--- src/hw/rtl/cwde_pkg.sv ---
// ----------------------------------------------------------------------------
// cwde_pkg
// types and constants of the cross window dilate/erode/edge unit
// ----------------------------------------------------------------------------
package cwde_pkg;

    localparam int MAX_WIDTH_DEF = 1024;
    localparam int PIX_W         = 8;
    localparam int IMG_W_W       = 11;
    localparam int CFG_IDX_W     = 3;
    localparam int CFG_DATA_W    = 11;

    localparam logic [IMG_W_W-1:0] IMAGE_WIDTH_RST = 11'd1024;
    localparam logic [PIX_W-1:0]   MATCH_RST       = 8'd0;
    localparam logic [PIX_W-1:0]   MARK_RST        = 8'd255;
    localparam logic               KEEP_RST        = 1'b1;

    typedef enum logic [CFG_IDX_W-1:0] {
        CFG_IMAGE_WIDTH = 3'd0,
        CFG_MATCH_VALUE = 3'd1,
        CFG_MARK_VALUE  = 3'd2,
        CFG_KEEP_SOURCE = 3'd3
    } cfg_reg_t;

    typedef enum logic {
        OP_PIXEL = 1'b0,
        OP_FLUSH = 1'b1
    } op_t;

    typedef enum logic [1:0] {
        ROWS_NONE = 2'd0,
        ROWS_ONE  = 2'd1,
        ROWS_TWO  = 2'd2
    } rows_t;

    typedef struct packed {
        op_t              op;
        logic [PIX_W-1:0] pixel_in;
    } in_item_t;

    typedef struct packed {
        logic [PIX_W-1:0] pixel_out;
        logic             row_end;
        logic             frame_end;
    } out_item_t;

endpackage

--- src/hw/rtl/cwde_cell.sv ---
// ----------------------------------------------------------------------------
// cwde_cell
// one pixel cell of the horizontal window chain
// ----------------------------------------------------------------------------
module cwde_cell
    import cwde_pkg::*;
(
    input  logic             aclk,
    input  logic             en,
    input  logic             load,
    input  logic [PIX_W-1:0] shift_in,
    input  logic [PIX_W-1:0] load_in,
    output logic [PIX_W-1:0] q
);

    logic [PIX_W-1:0] q_reg;
    logic [PIX_W-1:0] q_next;

    always_comb begin
        q_next = q_reg;
        if (en) begin
            q_next = load ? load_in : shift_in;
        end
    end

    always_ff @(posedge aclk) begin
        q_reg <= q_next;
    end

    assign q = q_reg;

endmodule

--- config.mk ---
export PLATFORM = sky130hd
export DESIGN_NAME = cwde_cell
export DESIGN_NICKNAME = d
export VERILOG_FILES = /design/src/hw/rtl/cwde_pkg.sv /design/src/hw/rtl/cwde_cell.sv
export SDC_FILE = /design/constraint.sdc
export NUM_CORES = 1
export LEC_CHECK = 0
export BUFFER_PORTS_ARGS = -buffer_cell sky130_fd_sc_hd__buf_2
export CELL_PAD_IN_SITES_DETAIL_PLACEMENT = 1
export CELL_PAD_IN_SITES_GLOBAL_PLACEMENT = 1
export CORE_AREA = 10 10 47 49
export DETAILED_ROUTE_END_ITERATION = 12
export DIE_AREA = 0 0 57 59
export GPL_ROUTABILITY_DRIVEN = 0
export PLACE_DENSITY_LB_ADDON = 0.05
export RECOVER_POWER = 25
export SETUP_SLACK_MARGIN = 0.4
export SKIP_CTS_REPAIR_TIMING = 1
export SLEW_MARGIN = 15
export SYNTH_ARGS = -nofsm -noshare
export SYNTH_HDL_FRONTEND = slang
export SYNTH_SLANG_ARGS = --single-unit
--- constraint.sdc ---
create_clock -name aclk -period 2.37 [get_ports aclk]
set_input_delay 0.237 -clock aclk [delete_from_list [all_inputs] [get_ports aclk]]
set_output_delay 0.237 -clock aclk [all_outputs]
set_load 0.05 [all_outputs]
==> insert_results.sql, run 1 <==
INSERT INTO impl_metrics (metric_group, metric, value, unit) VALUES
('global_routing', 'groute.usage.overall', '5.187', '%'),
('routing', 'via_cell_ratio', '4.098', ''),
('cells_and_area', 'antenna_cells_inserted', '0', ''),
('routing', 'drc', '0', ''),
('floorplan', 'chipWidth', '57', 'um'),
('routing', 'vias_after_detailed_routing', '250', ''),
('routing', 'detail_route.wl_per_cell', '13.79', 'um'),
('floorplan', 'io-pin-count', '27', ''),
('pwr', 'vdd_drop_max', '177.9', 'uV'),
('routing', 'firstDrtPassIters', '2', ''),
('setup_path', 'cp-end-kind', 'output pin', ''),
('sta', 'layout_min_cycle_time', '1.059', 'ns'),
('clock_network', 'cts.sink_count', '8', ''),
('yosys', 'synthDistinctLibCells', '3', ''),
('sta', 'tightest_slew', '0.3849', 'ns'),
('floorplan', 'std_cell_rows', '14', ''),
('setup_path', 'cp_num_cells', '1', ''),
('setup_path', 'critPathMaxFanout', '1', ''),
('setup_path', 'cp-startpoint', 'q[6]', ''),
('clock_network', 'root_buffer', 'sky130_fd_sc_hd__clkbuf_4', ''),
('min_path', 'timing.hold.worst.class', 'in2reg', ''),
('setup_path', 'cp_data_arrival_time', '0.82', 'ns'),
('clock_network', 'ctsHtreeMaxLevel', '1', ''),
('sta', 'finalHoldViolations', '0', ''),
('clock_network', 'cts_tree', 'yes', ''),
('global_routing', 'globalRouteMet2Util', '7.287', '%'),
('yosys', 'seq_area_frac_synth', '64.65', '%'),
('sta', 'setup_repair_after_global_routing_missed_its_margin', 'no', ''),
('cells_and_area', 'num-fill-cells', '161', ''),
('global_routing', 'grt_util_met3', '4.721', '%'),
('setup_path', 'critical-path-slowest-cell', 'sky130_fd_sc_hd__edfxtp_1', ''),
('sta', 'setup_tns', '0', 'ns'),
('sta', 'fmaxAchievable', '943.9', 'MHz'),
('yosys', 'synth-seq-cells', '8', ''),
('setup_path', 'slowest_delay', '0.36', 'ns'),
('placement', 'detailed_place.area', '510.5', 'um^2'),
('floorplan', 'floorplan.initialDensity', '26.52', '%'),
('placement', 'io_buffer_count', '26', ''),
('setup_path', 'cpLargestDelayFamily', 'flip-flops', ''),
('setup_path', 'critPathBufInv', '1', ''),
('cells_and_area', 'post_route_cells_drive_above_1_share', '80.00', '%'),
('routing', 'dr.first_iter.drc_count', '2', ''),
('sta', 'max_slew_margin', '74.34', '%'),
('global_routing', 'initial_antenna_violation_count', '0', ''),
('routing', 'final_antenna_violating_net_count', '0', ''),
('yosys', 'synth.net_count', '36', ''),
('setup_path', 'critical_path.startpoint_type', 'flip-flop', ''),
('yosys', 'ys_warn_count', '0', ''),
('global_routing', 'grt-busiest-layer', 'met2', ''),
('clock_network', 'cts_buffer_depth', '2', ''),
('setup_path', 'path_cells', 'buf_2', ''),
('job', 'max_cap_viol_count', '0', ''),
('status', 'outcome', 'finished clean', ''),
('setup_path', 'critPathKind', 'reg2out', ''),
('floorplan', 'core_area', '1401', 'um^2'),
('yosys', 'synth_cells', '17', ''),
('cells_and_area', 'design_area', '531.8', 'um^2'),
('floorplan', 'dieHeight', '59', 'um'),
('setup_path', 'worstSetupEndpoint', 'q[6]', ''),
('cells_and_area', 'area.growth.synth_to_final', '43.10', '%'),
('pwr', 'powerDensity', '685.0', 'nW/um^2'),
('floorplan', 'area_of_the_die', '3363', 'um^2'),
('sta', 'fin_crit_sh', '44.70', '%'),
('sta', 'timing.final.max_slew_violations', '0', ''),
('clock_network', 'cts_inserted_buffers', '3', ''),
('sta', 'fin_hold_ws', '0.3002', 'ns'),
('global_routing', 'global_route_wire_length_before_repair', '1311', 'um'),
('global_routing', 'globalRoute.totalOverflow', '0', ''),
('global_routing', 'grt_start_max_net_pins', '9', ''),
('global_routing', 'groute.layer.met1.usage', '4.258', '%'),
('yosys', 'postSynthAreaPerCell', '21.86', 'um^2'),
('routing', 'wl', '841', 'um'),
('global_routing', 'first_global_vias', '324', ''),
('sta', 'setup-violations-final', '0', ''),
('pwr', 'static_leakage_power', '0.2573', 'nW'),
('cells_and_area', 'nets', '66', ''),
('yosys', 'synth_area', '371.6', 'um^2'),
('clock_network', 'cts.reportedPaths.clkPinSlew', '0.05', 'ns'),
('cells_and_area', 'number_of_flip_flops_under_the_largest_register_name', '8', ''),
('setup_path', 'worstPathRequired', '2.13', 'ns');
[report_power, final]
| group | total (mW) | internal [mW] | leakage, nW | switching, mW |
|---|---|---|---|---|
| Clock | 0.0941 | 0.0573 | 0.0138 | 0.0368 |
| Combinational | 0.0960 | 0.0342 | 0.165 | 0.0618 |
| Sequential | 0.174 | 0.171 | 0.0783 | 0.00270 |
| Total | 0.364 | 0.263 | 0.257 | 0.101 |
[layout make-up]
cell class,instances,area [um^2],area share [%]
timing repair buffer,26,128.9,24.24
clock buffer,3,22.52,4.235
sequential,8,240.2,45.18
tap,16,20.02,3.765
multi-input combinational,8,120.1,22.59
[through the flow]
stage / util (%) / total power, mW / cells / setup slack [ns]
after floorplan: - / 0.2455 / 17 / 1.457
after global placement: 36.43 / 0.2723 / 58 / 1.326
after detailed placement: 36.43 / 0.2749 / 58 / 1.309
after CTS: 38.04 / 0.3704 / 61 / 1.293
after global routing: 37.95 / 0.3872 / 61 / 1.264
final: 37.95 / 0.3642 / 61 / 1.311
[placed cells by master (no fill, tap or decap)]
| cell type | Yosys | layout |
|---|---|---|
| sky130_fd_sc_hd__buf_2 | 0 | 25 |
| sky130_fd_sc_hd__clkbuf_1 | 0 | 1 |
| sky130_fd_sc_hd__clkbuf_4 | 0 | 3 |
| sky130_fd_sc_hd__edfxtp_1 | 8 | 8 |
| sky130_fd_sc_hd__mux2_4 | 8 | 8 |
[cells by family after synthesis]
kind of cell | after synthesis | share of synthesized area (%)
flip-flops | 8 | 64.65
multiplexers | 8 | 32.32
buffers and inverters | 1 | 3.030
[cells in the mapped netlist]
| cell type | number | share of area [%] |
|---|---|---|
| sky130_fd_sc_hd__buf_6 | 1 | 3.0 |
| sky130_fd_sc_hd__mux2_4 | 8 | 32 |
| sky130_fd_sc_hd__edfxtp_1 | 8 | 65 |
[layer usage]
metal,part of all wire [%],up-vias
li1,-,122
met1,39,106
met2,44,20
met3,14,2
met4,3.1,0
met5,0,-
[worst min path at each step]
stage,start,slack [ns],end,depth (start not counted)
floorplan,en,0.35,q[0],0
global placement,shift_in[7],0.54,q[7],2
detailed placement,shift_in[4],0.54,q[4],2
CTS,shift_in[4],0.29,q[4],2
global route,load_in[5],0.29,q[5],2
finish,shift_in[4],0.30,q[4],2
Note: power is estimated with default switching activity, not from simulation.
==> run 2, diff against run 1 <==
CORE_AREA = unset   (was 10 10 47 49)
CORE_MARGIN = 10   (was unset)
CORE_UTILIZATION = 28   (was unset)
DIE_AREA = unset   (was 0 0 57 59)
clock period = 1.1 ns   (was 2.37 ns; I/O delays follow)
==> insert_results.sql, run 2 (synthesized netlist as in run 1, its figures left out) <==
INSERT INTO impl_metrics (metric_group, metric, value, unit) VALUES
('cells_and_area', 'number_of_flip_flops_under_the_largest_register_name', '8', ''),
('sta', 'finalWorstSetupSlack', '0.1999', 'ns'),
('min_path', 'worstHoldPathCells', '2', ''),
('clock_network', 'cts_tree', 'yes', ''),
('sta', 'fmaxAchievable', '1111', 'MHz'),
('routing', 'firstDrtPassIters', '1', ''),
('pwr', 'powerDensity', '1419', 'nW/um^2'),
('floorplan', 'io-pin-count', '27', ''),
('sta', 'timing.final.max_slew_violations', '0', ''),
('sta', 'setup_repair_after_global_routing_missed_its_margin', 'yes', ''),
('setup_path', 'cp_data_arrival_time', '0.79', 'ns'),
('sta', 'setup-violations-final', '0', ''),
('global_routing', 'globalRoute.totalOverflow', '0', ''),
('cells_and_area', 'post_route_cells_drive_above_1_share', '80.00', '%'),
('sta', 'fin_crit_sh', '81.83', '%'),
('floorplan', 'area_of_the_die', '3184', 'um^2'),
('pwr', 'p_int', '599.7', 'uW'),
('routing', 'detail_route.wl_per_cell', '13.47', 'um'),
('global_routing', 'initial_antenna_violation_count', '0', ''),
('placement', 'placedCellCount', '57', ''),
('cells_and_area', 'design_area', '580.6', 'um^2'),
('setup_path', 'critPathKind', 'reg2out', ''),
('pwr', 'comb_power_share', '28.9', '%'),
('setup_path', 'cpLargestDelayFamily', 'flip-flops', ''),
('sta', 'tightest_slew', '0.3830', 'ns'),
('global_routing', 'global_route_wire_length_before_repair', '1207', 'um'),
('placement', 'dp_worst_setup_slack', '0.1695', 'ns'),
('pwr', 'power_frac_clock', '24.7', '%'),
('sta', 'finalHoldViolations', '0', ''),
('floorplan', 'dieHeight', '56.43', 'um'),
('floorplan', 'std_cell_rows', '13', ''),
('clock_network', 'cts_inserted_buffers', '3', ''),
('setup_path', 'critPathBufInv', '1', ''),
('cells_and_area', 'antenna_cells_inserted', '0', ''),
('clock_network', 'cts.reportedPaths.clkPinSlew', '0.05', 'ns'),
('pwr', 'seq_pwr_share', '46.4', '%'),
('status', 'outcome', 'finished clean', ''),
('pwr', 'post-layout-total-power', '823.8', 'uW'),
('setup_path', 'cp-end-kind', 'output pin', ''),
('pwr', 'sw_frac_of_total', '27.21', '%'),
('cells_and_area', 'most-common-layout-cells', 'sky130_fd_sc_hd__buf_2 (17), sky130_fd_sc_hd__mux2_4 (8), sky130_fd_sc_hd__buf_6 (8), sky130_fd_sc_hd__edfxtp_1 (8), sky130_fd_sc_hd__clkbuf_4 (3)', ''),
('sta', 'max_slew_margin', '74.47', '%'),
('pwr', 'static_leakage_power', '0.2742', 'nW'),
('routing', 'drc', '0', ''),
('setup_path', 'critical_path.startpoint_type', 'flip-flop', ''),
('routing', 'final_antenna_violating_net_count', '0', ''),
('floorplan', 'floorplan.initialDensity', '29.29', '%'),
('global_routing', 'grt_start_max_net_pins', '9', ''),
('routing', 'm1WireLength', '306', 'um'),
('global_routing', 'first_global_vias', '294', ''),
('routing', 'highest-signal-layer', 'met4', ''),
('clock_network', 'ctsHtreeMaxLevel', '1', ''),
('cells_and_area', 'final_cell_count_no_fill', '60', ''),
('min_path', 'timing.hold.worst.class', 'in2reg', ''),
('global_routing', 'groute.usage.overall', '5.280', '%'),
('placement', 'io_buffer_count', '26', ''),
('clock_network', 'cts.sink_count', '8', ''),
('sta', 'setup_tns', '0', 'ns'),
('cells_and_area', 'final_core_density', '45.76', '%'),
('sta', 'layout_min_cycle_time', '0.9001', 'ns'),
('routing', 'via_cell_ratio', '4.100', ''),
('floorplan', 'core_area', '1269', 'um^2'),
('floorplan', 'chipWidth', '56.43', 'um'),
('setup_path', 'critical-path-slowest-cell', 'sky130_fd_sc_hd__edfxtp_1', ''),
('clock_network', 'root_buffer', 'sky130_fd_sc_hd__clkbuf_4', ''),
('cells_and_area', 'num-fill-cells', '133', ''),
('placement', 'detailed_place.area', '509.2', 'um^2'),
('setup_path', 'cp-startpoint', 'q[2]', ''),
('sta', 'fin_hold_ws', '0.1693', 'ns'),
('pwr', 'power.switching', '224.1', 'uW'),
('min_path', 'worstHoldStart', 'shift_in[5]', ''),
('setup_path', 'critPathMaxFanout', '1', ''),
('min_path', 'min_to', 'q[5]', ''),
('routing', 'vias_after_detailed_routing', '246', ''),
('job', 'max_cap_viol_count', '0', ''),
('setup_path', 'path_cells', 'buf_6', ''),
('setup_path', 'worstPathRequired', '0.99', 'ns'),
('routing', 'wl', '808', 'um'),
('cells_and_area', 'commonest_non_fill_non_tap_cell_in_the_layout', 'sky130_fd_sc_hd__buf_2', ''),
('cells_and_area', 'nets', '66', ''),
('clock_network', 'cts_buffer_depth', '2', ''),
('routing', 'met3RoutedLength', '151', 'um'),
('setup_path', 'slowest_delay', '0.38', 'ns'),
('routing', 'met2_length', '328', 'um'),
('routing', 'dr.first_iter.drc_count', '0', ''),
('pwr', 'vdd_drop_max', '407.3', 'uV'),
('cells_and_area', 'area.growth.synth_to_final', '56.23', '%');
## run 2: cell counts in the layout (fill, tap and decap cells not counted)
Identical to the previous run, type by type.
## run 2: area by class of cell
class / count / area (um^2) / area share (%)
flip-flops and latches: 8 / 240.2 / 41.38
repair buffers: 26 / 178.9 / 30.82
multi-input cells: 8 / 120.1 / 20.69
clock buffers: 3 / 22.52 / 3.879
well taps: 15 / 18.77 / 3.233
## run 2: per-layer routing
| layer | GRT usage, % | vias to the layer above |
|---|---|---|
| met3 | 4.944 | 2 |
| met1 | 4.580 | 97 |
| met2 | 5.486 | 24 |
| li1 | - | 123 |
| met5 | 0 | - |
| met4 | 8.247 | 0 |
## run 2: power by group through the flow
stage | registers [mW] | logic (mW) | clock network [mW]
6_report | 0.382 | 0.238 | 0.204
5_1_grt | 0.385 | 0.249 | 0.236
3_3_place_gp | 0.379 | 0.208 | 0
2_1_floorplan | 0.481 | 0.0511 | 0
3_5_place_dp | 0.381 | 0.209 | 0
4_1_cts | 0.375 | 0.209 | 0.210
## run 2: worst max path at each step
stage	end	slack (ns)	cells after the start
floorplan	q[0]	0.33	2
global placement	q[7]	0.18	2
detailed placement	q[3]	0.17	2
CTS	q[0]	0.16	1
global route	q[0]	0.15	1
finish	q[2]	0.20	1
